===== src/rtl/nonoverlap_pattern_occurrence_counter_top_macros.svh =====
// assertion macros for the pattern occurrence counter
`ifndef NONOVERLAP_PATTERN_OCCURRENCE_COUNTER_TOP_MACROS_SVH
`define NONOVERLAP_PATTERN_OCCURRENCE_COUNTER_TOP_MACROS_SVH

// same-cycle implication, checked outside reset
`define NPOC_ASSERT_NOW(label, ante, cons, msg) \
	label: assert property (@(posedge clk) disable iff (!arst_n) (ante) |-> (cons)) \
		else $error(msg);

// next-cycle implication, checked outside reset
`define NPOC_ASSERT_NEXT(label, ante, cons, msg) \
	label: assert property (@(posedge clk) disable iff (!arst_n) (ante) |=> (cons)) \
		else $error(msg);

`endif


===== src/rtl/npoc_pkg.sv =====
// types, constants and helpers shared by the pattern occurrence counter
package npoc_pkg;

	localparam int MAX_PATTERN = 16;
	localparam int COUNT_WIDTH = 16;
	localparam int SYM_W = 8;
	localparam int OUT_COUNT_W = 16;
	localparam int LEN_REG_W = 5;
	localparam int CHAR_REG_W = 64;
	localparam int CHARS_W = 2 * CHAR_REG_W;
	localparam int REG_CHARS = CHARS_W / SYM_W;
	localparam int LEN_W = $clog2(MAX_PATTERN + 1);
	localparam int IDX_W = $clog2(MAX_PATTERN);
	localparam int ADDR_W = 5;
	localparam int DATA_W = 64;
	localparam int MIN_LEN = 2;
	localparam int RESET_LEN = 2;

	typedef enum logic [1:0] {
		REG_LENGTH    = 2'd0,
		REG_CHARS_LOW = 2'd1,
		REG_CHARS_HIGH = 2'd2
	} reg_idx_t;

	typedef struct packed {
		logic [SYM_W-1:0] symbol;
		logic             last_symbol;
	} sym_item_t;

	typedef struct packed {
		logic [OUT_COUNT_W-1:0] occurrence_count;
		logic                   occurrence_hit;
		logic                   sequence_done;
	} res_item_t;

	typedef struct packed {
		logic [LEN_W-1:0]   len_used;
		logic [CHARS_W-1:0] chars;
	} cfg_t;

	typedef struct packed {
		logic             en;
		logic             clear;
		logic [SYM_W-1:0] symbol;
	} cell_ctl_t;

	function automatic logic [OUT_COUNT_W-1:0] clip_count(input logic [COUNT_WIDTH-1:0] v);
		logic [OUT_COUNT_W-1:0] r;
		if (COUNT_WIDTH > OUT_COUNT_W) begin
			r = (v > COUNT_WIDTH'({OUT_COUNT_W{1'b1}})) ? {OUT_COUNT_W{1'b1}}
				: OUT_COUNT_W'(v);
		end else begin
			r = OUT_COUNT_W'(v);
		end
		return r;
	endfunction

endpackage


===== src/rtl/nonoverlap_pattern_occurrence_counter_top.sv =====
// top level: config port, row of position cells, occurrence counter, result register
//
// channel | direction | payload            | handshake
// sym     | in        | sym_item_t         | sym_valid / sym_stall
// res     | out       | res_item_t         | res_valid / res_stall
// apb     | in/out    | 64-bit registers   | psel / penable, pready always high
//
// one symbol per cycle while sym_stall is low: every cell compares and the priority
// link runs through the row in the accepting cycle; the result is registered.
// no clearing pass after reset, all counters clear at once.
// a stalled result holds the input off only while the result register is full.
`include "nonoverlap_pattern_occurrence_counter_top_macros.svh"
module nonoverlap_pattern_occurrence_counter_top (
	input  logic                         clk,
	input  logic                         arst_n,
	input  logic                         sym_valid,
	output logic                         sym_stall,
	input  npoc_pkg::sym_item_t          sym_data,
	output logic                         res_valid,
	input  logic                         res_stall,
	output npoc_pkg::res_item_t          res_data,
	input  logic                         psel,
	input  logic                         penable,
	input  logic                         pwrite,
	input  logic [npoc_pkg::ADDR_W-1:0]  paddr,
	input  logic [npoc_pkg::DATA_W-1:0]  pwdata,
	output logic [npoc_pkg::DATA_W-1:0]  prdata,
	output logic                         pready
);

	npoc_pkg::cfg_t                   cfg;
	npoc_pkg::cell_ctl_t              ctl;
	logic                             accept;
	logic [npoc_pkg::COUNT_WIDTH-1:0] cnt_arr [npoc_pkg::MAX_PATTERN];
	logic [npoc_pkg::MAX_PATTERN-1:0] found;
	logic [npoc_pkg::MAX_PATTERN-1:0] take;
	logic [npoc_pkg::IDX_W-1:0]       last_pos;
	logic                             hit;
	logic [npoc_pkg::COUNT_WIDTH-1:0] run_q;
	logic [npoc_pkg::COUNT_WIDTH-1:0] run_next;
	logic                             res_valid_q;
	npoc_pkg::res_item_t              res_q;

	npoc_cfg u_cfg (
		.clk     (clk),
		.arst_n  (arst_n),
		.psel    (psel),
		.penable (penable),
		.pwrite  (pwrite),
		.paddr   (paddr),
		.pwdata  (pwdata),
		.prdata  (prdata),
		.pready  (pready),
		.cfg     (cfg)
	);

	assign sym_stall = res_valid_q & res_stall;
	assign accept = sym_valid & ~sym_stall;

	assign ctl.en = accept;
	assign ctl.clear = sym_data.last_symbol;
	assign ctl.symbol = sym_data.symbol;

	for (genvar g = 0; g < npoc_pkg::MAX_PATTERN; g++) begin : g_cell
		logic [npoc_pkg::SYM_W-1:0]       ch;
		logic [npoc_pkg::COUNT_WIDTH-1:0] prev;
		logic                             fin;

		if (g < npoc_pkg::REG_CHARS) begin : g_ch
			assign ch = cfg.chars[g*npoc_pkg::SYM_W +: npoc_pkg::SYM_W];
		end else begin : g_zero
			assign ch = '0;
		end

		if (g == 0) begin : g_head
			assign prev = '0;
		end else begin : g_link
			assign prev = cnt_arr[g-1];
		end

		if (g == npoc_pkg::MAX_PATTERN - 1) begin : g_top
			assign fin = 1'b0;
		end else begin : g_down
			assign fin = found[g+1];
		end

		npoc_cell u_cell (
			.clk       (clk),
			.arst_n    (arst_n),
			.ctl       (ctl),
			.ch        (ch),
			.active    (npoc_pkg::LEN_W'(g) < cfg.len_used),
			.is_first  (g == 0),
			.prev_cnt  (prev),
			.found_in  (fin),
			.cnt       (cnt_arr[g]),
			.found_out (found[g]),
			.take      (take[g])
		);
	end

	assign last_pos = npoc_pkg::IDX_W'(cfg.len_used - 1'b1);
	assign hit = take[last_pos];
	assign run_next = (hit && run_q != {npoc_pkg::COUNT_WIDTH{1'b1}}) ? run_q + 1'b1 : run_q;

	always_ff @(posedge clk or negedge arst_n) begin
		if (!arst_n) begin
			run_q <= '0;
			res_valid_q <= 1'b0;
		end else begin
			if (accept) begin
				run_q <= sym_data.last_symbol ? '0 : run_next;
			end
			res_valid_q <= accept | (res_valid_q & res_stall);
		end
	end

	always_ff @(posedge clk) begin
		if (accept) begin
			res_q.occurrence_count <= npoc_pkg::clip_count(run_next);
			res_q.occurrence_hit <= hit;
			res_q.sequence_done <= sym_data.last_symbol;
		end
	end

	assign res_valid = res_valid_q;
	assign res_data = res_q;

	`NPOC_ASSERT_NOW(a_one_take, 1'b1, $onehot0(take), "more than one cell took the symbol")
	`NPOC_ASSERT_NOW(a_hit_count, res_valid_q && res_q.occurrence_hit,
		res_q.occurrence_count != '0, "hit reported with zero count")
	`NPOC_ASSERT_NEXT(a_seq_clear, accept && sym_data.last_symbol,
		run_q == '0 && cnt_arr[0] == '0, "state not cleared after sequence end")
	`NPOC_ASSERT_NEXT(a_hit_counts, accept && hit && !sym_data.last_symbol,
		run_q != '0, "occurrence not counted")

endmodule


===== src/rtl/npoc_cfg.sv =====
// configuration registers behind the apb-style port
module npoc_cfg (
	input  logic                         clk,
	input  logic                         arst_n,
	input  logic                         psel,
	input  logic                         penable,
	input  logic                         pwrite,
	input  logic [npoc_pkg::ADDR_W-1:0]  paddr,
	input  logic [npoc_pkg::DATA_W-1:0]  pwdata,
	output logic [npoc_pkg::DATA_W-1:0]  prdata,
	output logic                         pready,
	output npoc_pkg::cfg_t               cfg
);

	logic [npoc_pkg::LEN_REG_W-1:0]  len_q;
	logic [npoc_pkg::CHAR_REG_W-1:0] chars_lo_q;
	logic [npoc_pkg::CHAR_REG_W-1:0] chars_hi_q;
	logic                            wr_en;
	npoc_pkg::reg_idx_t              idx;

	assign pready = 1'b1;
	assign wr_en = psel & penable & pwrite;
	assign idx = npoc_pkg::reg_idx_t'(paddr[4:3]);

	always_ff @(posedge clk or negedge arst_n) begin
		if (!arst_n) begin
			len_q <= npoc_pkg::LEN_REG_W'(npoc_pkg::RESET_LEN);
			chars_lo_q <= '0;
			chars_hi_q <= '0;
		end else if (wr_en) begin
			case (idx)
				npoc_pkg::REG_LENGTH: len_q <= pwdata[npoc_pkg::LEN_REG_W-1:0];
				npoc_pkg::REG_CHARS_LOW: chars_lo_q <= pwdata[npoc_pkg::CHAR_REG_W-1:0];
				npoc_pkg::REG_CHARS_HIGH: chars_hi_q <= pwdata[npoc_pkg::CHAR_REG_W-1:0];
				default: ;
			endcase
		end
	end

	always_comb begin
		case (idx)
			npoc_pkg::REG_LENGTH: prdata = npoc_pkg::DATA_W'(len_q);
			npoc_pkg::REG_CHARS_LOW: prdata = npoc_pkg::DATA_W'(chars_lo_q);
			npoc_pkg::REG_CHARS_HIGH: prdata = npoc_pkg::DATA_W'(chars_hi_q);
			default: prdata = '0;
		endcase
	end

	// clamp the length into the supported range
	always_comb begin
		if (32'(len_q) < 32'(npoc_pkg::MIN_LEN)) begin
			cfg.len_used = npoc_pkg::LEN_W'(npoc_pkg::MIN_LEN);
		end else if (32'(len_q) > 32'(npoc_pkg::MAX_PATTERN)) begin
			cfg.len_used = npoc_pkg::LEN_W'(npoc_pkg::MAX_PATTERN);
		end else begin
			cfg.len_used = npoc_pkg::LEN_W'(len_q);
		end
		cfg.chars = {chars_hi_q, chars_lo_q};
	end

endmodule


===== src/rtl/npoc_cell.sv =====
// one pattern position: counter, compare and priority link
module npoc_cell (
	input  logic                              clk,
	input  logic                              arst_n,
	input  npoc_pkg::cell_ctl_t               ctl,
	input  logic [npoc_pkg::SYM_W-1:0]        ch,
	input  logic                              active,
	input  logic                              is_first,
	input  logic [npoc_pkg::COUNT_WIDTH-1:0]  prev_cnt,
	input  logic                              found_in,
	output logic [npoc_pkg::COUNT_WIDTH-1:0]  cnt,
	output logic                              found_out,
	output logic                              take
);

	logic [npoc_pkg::COUNT_WIDTH-1:0] cnt_q;
	logic                             qual;

	assign qual = active & (ctl.symbol == ch) & (is_first | (cnt_q < prev_cnt));
	assign take = qual & ~found_in;
	assign found_out = found_in | qual;
	assign cnt = cnt_q;

	always_ff @(posedge clk or negedge arst_n) begin
		if (!arst_n) begin
			cnt_q <= '0;
		end else if (ctl.en) begin
			if (ctl.clear) begin
				cnt_q <= '0;
			end else if (take && cnt_q != {npoc_pkg::COUNT_WIDTH{1'b1}}) begin
				cnt_q <= cnt_q + 1'b1;
			end
		end
	end

endmodule

===== config.mk =====
export PLATFORM = sky130hd
export DESIGN_NAME = nonoverlap_pattern_occurrence_counter_top
export DESIGN_NICKNAME = d
export VERILOG_FILES = /design/src/rtl/npoc_pkg.sv /design/src/rtl/nonoverlap_pattern_occurrence_counter_top.sv /design/src/rtl/npoc_cfg.sv /design/src/rtl/npoc_cell.sv
export VERILOG_INCLUDE_DIRS = /design/src /design/src/rtl
export SDC_FILE = /design/constraint.sdc
export NUM_CORES = 1
export LEC_CHECK = 0
export CAP_MARGIN = 20
export CORE_MARGIN = 4
export CORE_UTILIZATION = 55
export CTS_CLUSTER_SIZE = 16
export DETAILED_ROUTE_END_ITERATION = 10
export DONT_BUFFER_PORTS = 1
export HOLD_SLACK_MARGIN = 0.03
export PLACE_DENSITY = 0.7
export SKIP_LAST_GASP = 1
export SLEW_MARGIN = 20
export SYNTH_ARGS = -nofsm -noshare
export SYNTH_HDL_FRONTEND = slang
export SYNTH_SLANG_ARGS = --single-unit

===== constraint.sdc =====
create_clock -name clk -period 4.6 [get_ports clk]
set_input_delay 0.92 -clock clk [delete_from_list [all_inputs] [get_ports clk]]
set_output_delay 0.92 -clock clk [all_outputs]
set_load 0.01 [all_outputs]

==> metrics <==
# placed instances 3716; gpl congestion 0.923; root buf cell clkbuf_16; vias in the first global route 23500; clock skew 28.4 ps; Final Critical Period 4440 ps; IO buf count 0; Iter 0 DRT Violations 1704; Hold Vio Cnt, Final 0; Async SR Flop Fraction 95.8%; synthesized flop and latch total 424; worst-margin pin slew 896 ps; # setup viols final 0; reg2reg setup slack 160 ps; post-route setup slack 159 ps; layout cells sized above 1 9.94%; CP required 5060 ps; drt first pass iters 6; most frequent cells in the layout 405 x dfrtp_1, 275 x nor2_1, 255 x inv_1, 243 x ha_1, 224 x xnor2_1; top-level port count 170; CTS tree yes; Max H-tree Level 2; initial antenna violation count 0; critical path peak fanout 13; largest net degree at the start of global routing 299; number of buffers created by CTS 50; wirelength, routed 80900 microns; most used flip-flop cell after synthesis dfrtp_1; R2R Path End run_q[1]; final instance count without filler cells 3808; Clock Latency Late Sink 610 ps; Max Slew Vio Count 0; Worst Setup Start Kind flip-flop; Peak VDD IR 0.000360 V; grt total ovfl 0; Slew HR 40.3%; GRT Util Overall 28.2%; synth unique cells 88; Max clock buf depth 3; Synth Net Count 3420; Cell Area, Synth 0.0287 sq mm; FF-to-FF Start u_cfg.len_q[1]; Crit. End Element flip-flop; leading cell type in the layout, fill and taps excluded dfrtp_1; number of synthesized flops with an enable pin 18; final antenna-violating net count 0; unrepaired setup endpoints after global routing no; crit path DAT 4910 ps; sequential area share after synthesis 37.3%; Die ar. 0.0559 sq mm; Final period util 96.6%; pre-CTS setup slack -388 ps; Synth Warn # 0; R2R depth 12; Total Power 10700 uW; first-pass GRT wire length 128000 microns; Syn-to-layout area delta 8.59%; Site Rows 83; Ant. Diodes 0; critical setup path kind reg2reg; Worst-path clk slew 60 ps; Via Count 23700; syn avg cell area 9.28 sq um; Pleak 0.0132 uW; status completed; Max Cap Violations 0; class of the worst hold path in2async; power per cell area 342 mW/mm^2; Clock Sinks 424; Die Ht 236 microns; core area 0.0515 sq mm; DP HPWL 58900 microns; Avg WL per Cell 21.3 microns; final net count 3420; Initial Util 55.7%; routed vias/inst 6.23; Synth Instances 3092; Fmax 225 MHz; die outline width 236 microns; drc violations 0
-- worst max-delay path, stage by stage (launching register included) --
cell       delay [ps]
dfstp_2           680
nor2_1            100
o21ai_0           610
nand4_1           180
a2111oi_1         730
buf_4             230
a221oi_2           60
nand2_1           100
nor4_1             50
a211o_1           390
o211ai_2          660
nor4_1            120
a311o_1           360
-- worst max path at each step --
stage,start,end,slack [ps],depth (start not counted)
2_1_floorplan,sym_data[8],res_data[16],680,15
3_3_place_gp,sym_data[5],res_data[7],-280,12
3_5_place_dp,sym_data[5],res_data[7],-390,12
4_1_cts,g_cell[11].u_cell.cnt[10],run_q[9],140,16
5_1_grt,u_cfg.len_q[1],run_q[1],10,12
6_report,u_cfg.len_q[1],run_q[1],160,12
-- routing by layer --
layer | wire, microns | track usage, % | part of all wire, %
met4 | 2770 | 9.02 | 3.4
met2 | 37900 | 46.5 | 47
met3 | 7340 | 7.19 | 9.1
met5 | 0 | 0 | 0
met1 | 32900 | 36.6 | 41
-- per-stage QoR --
step	setup TNS (ps)	util [%]	hold slack [ps]	cell area [sq um]
after floorplan	0	-	447	28700
after global placement	-4100	57.2	462	29500
after detailed placement	-6150	57.2	469	29500
after CTS	0	60.5	39.6	31100
after global routing	0	60.5	54.8	31200
final	0	60.5	68.7	31200
-- cells in the mapped netlist, types with 12 or more instances --
cell	number	area share (%)
o211ai_1	16	0.42
or3_1	85	1.9
a21o_1	34	0.89
nand2b_1	18	0.39
o21a_1	12	0.31
nand2_1	202	2.6
nand3_1	109	1.9
clkbuf_1	79	1.0
buf_6	12	0.47
nand4_1	95	2.1
o22ai_1	12	0.26
nor2_1	276	3.6
a21oi_1	128	2.2
nor4_1	68	1.5
a211oi_1	21	0.55
nor3_1	68	1.2
and3_1	42	0.92
mux2_2	133	5.2
or4_1	16	0.42
edfxtp_1	18	1.9
mux2i_1	22	0.77
xnor2_1	224	6.8
nor2b_1	22	0.48
and4_1	13	0.40
xor2_1	83	2.5
ha_1	243	11
o21ai_0	123	2.1
dfrtp_1	405	35
inv_1	256	3.3
a22o_1	62	1.9
-- cell families after synthesis --
kind of cell | count (synthesis) | share of synthesized area (%)
flip-flops | 424 | 37.3
AO/OA/AOI/OAI | 518 | 12.1
XOR/XNOR | 307 | 9.37
multiplexers | 155 | 5.99
adder cells (fa/ha/maj) | 243 | 10.6
other | 1 | 0.0131
AND/OR/NAND/NOR | 1074 | 19.3
buffers and inverters | 370 | 5.30
-- sequential cells by signal, summed over array words and instances, names as in the netlist --
name,flops
run_q,16
u_cfg.chars_hi_q,64
u_cfg.len_q,5
u_cfg.chars_lo_q,64
g_cell.u_cell.cnt,256
res_data,18
res_valid,1
-- repair_timing --
action	CTS	global route
cloned	0	0
endpoints found under the setup margin	6	4
buffers inserted	0	1
gates resized for setup	3	2
endpoints found under the hold margin	60	0
hold buffers	3	0
pin swaps	0	1
-- area by class of cell --
class                           instances  area (sq um)
Clock buffer                           76          1460
Clock inverter                         12           138
Fill cell                            4394         20300
Inverter                              258           968
Multi-Input combinational cell       2298         16500
Sequential cell                       424         10700
Tap cell                              680           851
Timing Repair Buffer                   60           518
-- report_power, final --
group	internal [uW]	switching [uW]	total, uW	leakage [uW]
clock	2300	1660	3960	0.000776
combinational	903	1130	2040	0.00689
sequential	4160	504	4660	0.00557
Note: power is estimated with default switching activity, not from simulation.
